<file path="config.mk">
export PLATFORM = sky130hd
export DESIGN_NAME = stbs_queue
export DESIGN_NICKNAME = d
export VERILOG_FILES = /design/src/rtl/stbs_pkg.sv /design/src/rtl/stbs_queue.sv
export SDC_FILE = /design/constraint.sdc
export NUM_CORES = 1
export LEC_CHECK = 0
export BUFFER_PORTS_ARGS = -buffer_cell sky130_fd_sc_hd__clkbuf_2
export CAP_MARGIN = 20
export CELL_PAD_IN_SITES_DETAIL_PLACEMENT = 1
export CELL_PAD_IN_SITES_GLOBAL_PLACEMENT = 2
export CORE_MARGIN = 1
export CORE_UTILIZATION = 30
export DETAILED_ROUTE_END_ITERATION = 10
export PLACE_DENSITY_LB_ADDON = 0.08
export RECOVER_POWER = 100
export SYNTH_ARGS = -nofsm -noshare
export SYNTH_HDL_FRONTEND = slang
export SYNTH_SLANG_ARGS = --single-unit
</file>
<file path="constraint.sdc">
create_clock -name i_clk -period 2.7 [get_ports i_clk]
set_input_delay 0.405 -clock i_clk [delete_from_list [all_inputs] [get_ports i_clk]]
set_output_delay 0.405 -clock i_clk [all_outputs]
set_load 0.02 [all_outputs]
</file>
<file path="src/rtl/stbs_pkg.sv">
// Shared types and constants for the sorted table binary search block.
package stbs_pkg;

    localparam int KEY_W       = 32;
    localparam int OP_W        = 2;
    localparam int ST_W        = 2;
    localparam int POS_W       = 10;
    localparam int IN_TDATA_W  = 40;   // op + key, padded to bytes
    localparam int OUT_TDATA_W = 16;   // status + position, padded to bytes

    // command queue depth, power of two
    localparam int QUEUE_DEPTH = 2;

    // operation codes on the input stream
    localparam logic [OP_W-1:0] OP_CLEAR  = 2'd0;
    localparam logic [OP_W-1:0] OP_APPEND = 2'd1;
    localparam logic [OP_W-1:0] OP_SEARCH = 2'd2;

    // result status codes
    localparam logic [ST_W-1:0] ST_DONE = 2'd0;
    localparam logic [ST_W-1:0] ST_FULL = 2'd1;
    localparam logic [ST_W-1:0] ST_HIT  = 2'd2;
    localparam logic [ST_W-1:0] ST_MISS = 2'd3;

    // flipping the sign bit makes an unsigned compare follow signed order
    localparam logic [KEY_W-1:0] SIGN_FLIP = 32'h8000_0000;

    typedef enum logic [1:0] {
        K_CLEAR,
        K_APPEND,
        K_SEARCH,
        K_NOP
    } t_kind;

    typedef struct packed {
        t_kind            kind;
        logic [KEY_W-1:0] key;   // sign-flipped key
    } t_cmd;

    typedef enum logic [1:0] {
        S_IDLE,
        S_SEARCH,
        S_RESULT
    } t_state;

endpackage

</file>
<file path="src/rtl/stbs_queue.sv">
// Small command FIFO between the front end and the search engine.
module stbs_queue (
    input  logic           i_clk,
    input  logic           i_rst_n,
    input  logic           i_push,
    input  stbs_pkg::t_cmd i_cmd,
    output logic           o_full,
    output logic           o_valid,
    output stbs_pkg::t_cmd o_cmd,
    input  logic           i_pop
);
    import stbs_pkg::*;

    localparam int QW = $clog2(QUEUE_DEPTH);
    localparam int NW = $clog2(QUEUE_DEPTH + 1);

    t_cmd          r_slot [QUEUE_DEPTH];
    logic [QW-1:0] r_wr_ptr, n_wr_ptr;
    logic [QW-1:0] r_rd_ptr, n_rd_ptr;
    logic [NW-1:0] r_cnt, n_cnt;

    always_comb begin
        n_wr_ptr = r_wr_ptr;
        n_rd_ptr = r_rd_ptr;
        n_cnt    = r_cnt;
        if (i_push) begin
            n_wr_ptr = r_wr_ptr + QW'(1);
        end
        if (i_pop) begin
            n_rd_ptr = r_rd_ptr + QW'(1);
        end
        if (i_push && !i_pop) begin
            n_cnt = r_cnt + NW'(1);
        end else if (!i_push && i_pop) begin
            n_cnt = r_cnt - NW'(1);
        end
    end

    always_ff @(posedge i_clk) begin
        if (!i_rst_n) begin
            r_wr_ptr <= '0;
            r_rd_ptr <= '0;
            r_cnt    <= '0;
        end else begin
            r_wr_ptr <= n_wr_ptr;
            r_rd_ptr <= n_rd_ptr;
            r_cnt    <= n_cnt;
        end
    end

    always_ff @(posedge i_clk) begin
        if (i_push) begin
            r_slot[r_wr_ptr] <= i_cmd;
        end
    end

    assign o_full  = (r_cnt == NW'(QUEUE_DEPTH));
    assign o_valid = (r_cnt != '0);
    assign o_cmd   = r_slot[r_rd_ptr];

endmodule

</file>
==> summary.md <==
| Metric | Value |
|---|---|
| Inserted Diodes | `0` |
| Measured slew at the worst slew-check pin | `1.59 ns` |
| Clock Latency Late Sink | `0.33 ns` |
| Reg2reg end | `r_slot[0][27]$_DFFE_PP_` |
| # rows | `34` |
| Initial antenna violation count | `0` |
| GPL Wtd Cong | `0.611` |
| Initial drt markers | `36` |
| Flop pwr share | `49.0%` |
| Unrepaired setup endpoints after global routing | `false` |
| CP cell instances | `clkbuf_1 > mux2_2 > clkbuf_1` |
| Setup bufs post-CTS | `0` |
| DR WL/cell | `15.5 µm` |
| Clock buffer depth | `2` |
| #FFs+latches synth | `73` |
| GRT Resource Usage Total | `11.2%` |
| Syn Std Cell Area | `2670 µm²` |
| RR Startpoint | `r_wr_ptr$_SDFFE_PN0P_` |
| Synth warnings | `0` |
| Switch Pwr | `0.000592 W` |
| Top delay family on crit path | `buffers and inverters` |
| First-pass GRT wire length | `7420 µm` |
| Final Critical Period | `2.30 ns` |
| Pwr/cell area | `806 nW/µm²` |
| Post-synth ARST share | `0%` |
| Hold endpoint | `r_slot[1][15]$_DFFE_PP_` |
| Fraction of layout cells with a size suffix above 1 | `32.9%` |
| Leakage | `1.15 nW` |
| Hold Vio Cnt, Final | `0` |
| Hold Crit Start | `i_cmd[15]` |
| Ranking of synthesized cells by area | `edfxtp_1 (76%), mux2_2 (14%), dfxtp_1 (3.7%), and2_1 (0.94%), buf_4 (0.84%)` |
| Final instance area | `3370 µm²` |
| Initial Util | `30.8%` |
| Die area | `9290 µm²` |
| Setup-failing EPs final | `0` |
| Hold Buf Count CTS | `0` |
| Via Count | `1,381` |
| CORE AREA | `8680 µm²` |
| Status | `finished, violations left` |
| Relative slew slack | `-6.23%` |
| Clock power share | `40.6%` |
| CTS root buffer | `clkbuf_8` |
| CTS tree | `done` |
| I/O Buffers | `73` |
| DR DRC count | `0` |
| Power consumption | `0.00272 W` |
| CP startpoint kind | `flop` |
| EDFF count, synth | `68` |
| Placed inst area | `3190 µm²` |
| Power Internal | `0.00212 W` |
| Synth top area share | `76.4%` |
| R2r setup slk | `0.65 ns` |
| Largest net degree at the start of global routing | `35` |
| GRT overflow | `0` |
| Cell taking the most area after synthesis | `edfxtp_1` |
| Syn Nets | `167` |
| CP peak stage delay | `0.58 ns` |
| Vias in the first global route | `1,511` |
| Max-cap violations | `2` |
| Most used cell, CP | `clkbuf_1` |
| Setup tns final | `0 ns` |
| Final period util | `85.3%` |
| Register area share after synthesis | `80.1%` |
| Clock sinks | `73` |
| Achievable frequency | `434 MHz` |
| Total CTS buffers | `9` |
| Area delta synth->final | `26.1%` |
| Worst VDD drop | `0.313 mV` |
| Nets | `250` |
| Top_reg_cell synth | `edfxtp_1` |
| Count leader, synth | `edfxtp_1` |
| Post-Syn Instances | `128` |
| Synth Area per Inst | `20.9 µm²` |
| Vias/cell | `4.26` |
| FF-to-FF path depth | `2` |
| Detailed-router iteration count before antenna repair | `3` |
| Worst EP required | `2.30 ns` |
| Slew Viols, Final | `50` |
| Failing checks | `max-capacitance violations, max-slew violations` |
| Worst-path clk slew | `0.08 ns` |
| Number of routed nets with antenna violations | `0` |
| Hold path cells | `1` |
| Comb pwr share | `10.4%` |
| Die X | `96.4 µm` |
| Element type at the critical path end | `output pin` |
| CTS H-tree depth | `3` |
| Post_cts resized | `0` |
| Crit path buf inv count | `2` |
| Detailed Place HPWL | `3530 µm` |
| Clk_skew | `0.00450 ns` |
| Routed Wire Length | `5030 µm` |
| Synth cell count leaders | `edfxtp_1 (68), mux2_2 (34), dfxtp_1 (5), and2_1 (4), buf_4 (3)` |
| Critical path fanouts, max | `16` |
| CP arrival | `1.90 ns` |
| Netlist cell types | `17` |
| Num ports | `74` |
| Sw frac | `21.8%` |
| Hold Crit Class | `input port to flop` |
| CP max-delay cell | `dfxtp_2` |
| Die height | `96.4 µm` |
| Worst Setup Path Type | `flop to output pin` |
placed cells by master, fill, tap and decap left out:
cell type  Yosys  routed
nor2b_1        2       2
o21ai_0        1       1
buf_12         0       1
edfxtp_1      68      68
mux2_2        34      34
inv_6          0       1
and2b_2        1       1
or2_2          1       1
clkinv_4       0       1
xnor2_1        1       1
ha_1           1       1
clkbuf_2       0      18
xor2_1         2       2
clkinv_1       0       1
bufinv_16      0       4
and2_1         4       2
clkbuf_1       0      57
or3_1          1       1
and2_0         0       2
o21a_1         1       1
clkbuf_8       0       9
a21boi_0       0       1
dfxtp_2        0       1
inv_1          1       1
dfxtp_1        5       4
state kept, by name, summed over array words and instances (netlist names), named ones only:
name / count
r_cnt: 2
r_rd_ptr: 1
r_slot: 68
r_wr_ptr: 1
routing by layer:
metal | share of wire [%] | up-vias | wire, µm | GRT usage, %
met1 | 38 | 670 | 1930 | 11.9
met3 | 6.5 | 6 | 329 | 4.30
met2 | 54 | 43 | 2710 | 20.3
met4 | 1.2 | 0 | 59 | 4.04
met5 | 0 | - | 0 | 0
li1 | - | 662 | - | -
cell families (layout without fill, tap and decap cells):
| group | Yosys count | in the layout | share of synthesized area (%) |
|---|---|---|---|
| muxes | 34 | 34 | 14.3 |
| and+or+nand+nor | 9 | 9 | 2.20 |
| xor gates and xnor gates | 3 | 3 | 0.983 |
| adders and majority gates | 1 | 1 | 0.468 |
| DFF | 73 | 73 | 80.1 |
| buffers and inverters | 5 | 93 | 1.17 |
| AOI/OAI and AO/OA | 3 | 3 | 0.749 |
worst reg2reg max path, delay by kind of cell (launching register included):
family | cells | cell delay (ns)
buffers and inverters | 1 | 0.28
flip-flops | 1 | 0.33
AND/OR/NAND/NOR | 1 | 1.13
power by group through the flow:
stage	Sequential, W	Combinational (W)	Clock, W
after floorplan	0.00134	0.000203	0
after global placement	0.00135	0.000303	0
after detailed placement	0.00136	0.000312	0
after CTS	0.00133	0.000314	0.00113
after global routing	0.00134	0.000307	0.00117
final	0.00133	0.000284	0.00110
worst max-delay path by stage:
stage	cells after the start	start	slack, ns	to
CTS	3	flop	0.52	o_cmd[25]
global placement	3	flop	0.95	o_cmd[32]
global route	3	flop	0.27	o_cmd[7]
detailed placement	3	flop	0.89	o_cmd[25]
finish	3	flop	0.40	o_cmd[7]
floorplan	1	i_push	0.30	r_slot[0][0]$_DFFE_PP_
metrics by stage:
| stage | instances | worst slack [ns] | utilization [%] | hold slack (ns) |
|---|---|---|---|---|
| global placement | 308 | 0.953 | 36.8 | 0.475 |
| CTS | 324 | 0.519 | 39.8 | 0.239 |
| global route | 324 | 0.265 | 38.9 | 0.235 |
| finish | 324 | 0.397 | 38.9 | 0.259 |
| floorplan | 128 | 0.301 | - | 0.461 |
| detailed placement | 308 | 0.893 | 36.8 | 0.522 |
cell type report:
class                           instances  area, µm²
Timing Repair Buffer                   76        324
Sequential cell                        73       2140
Clock buffer                            9        124
Multi-Input combinational cell         50        500
Clock inverter                          7        141
Fill cell                             907       5310
Inverter                                1       3.75
Tap cell                              108        135
Note: power is estimated with default switching activity, not from simulation.
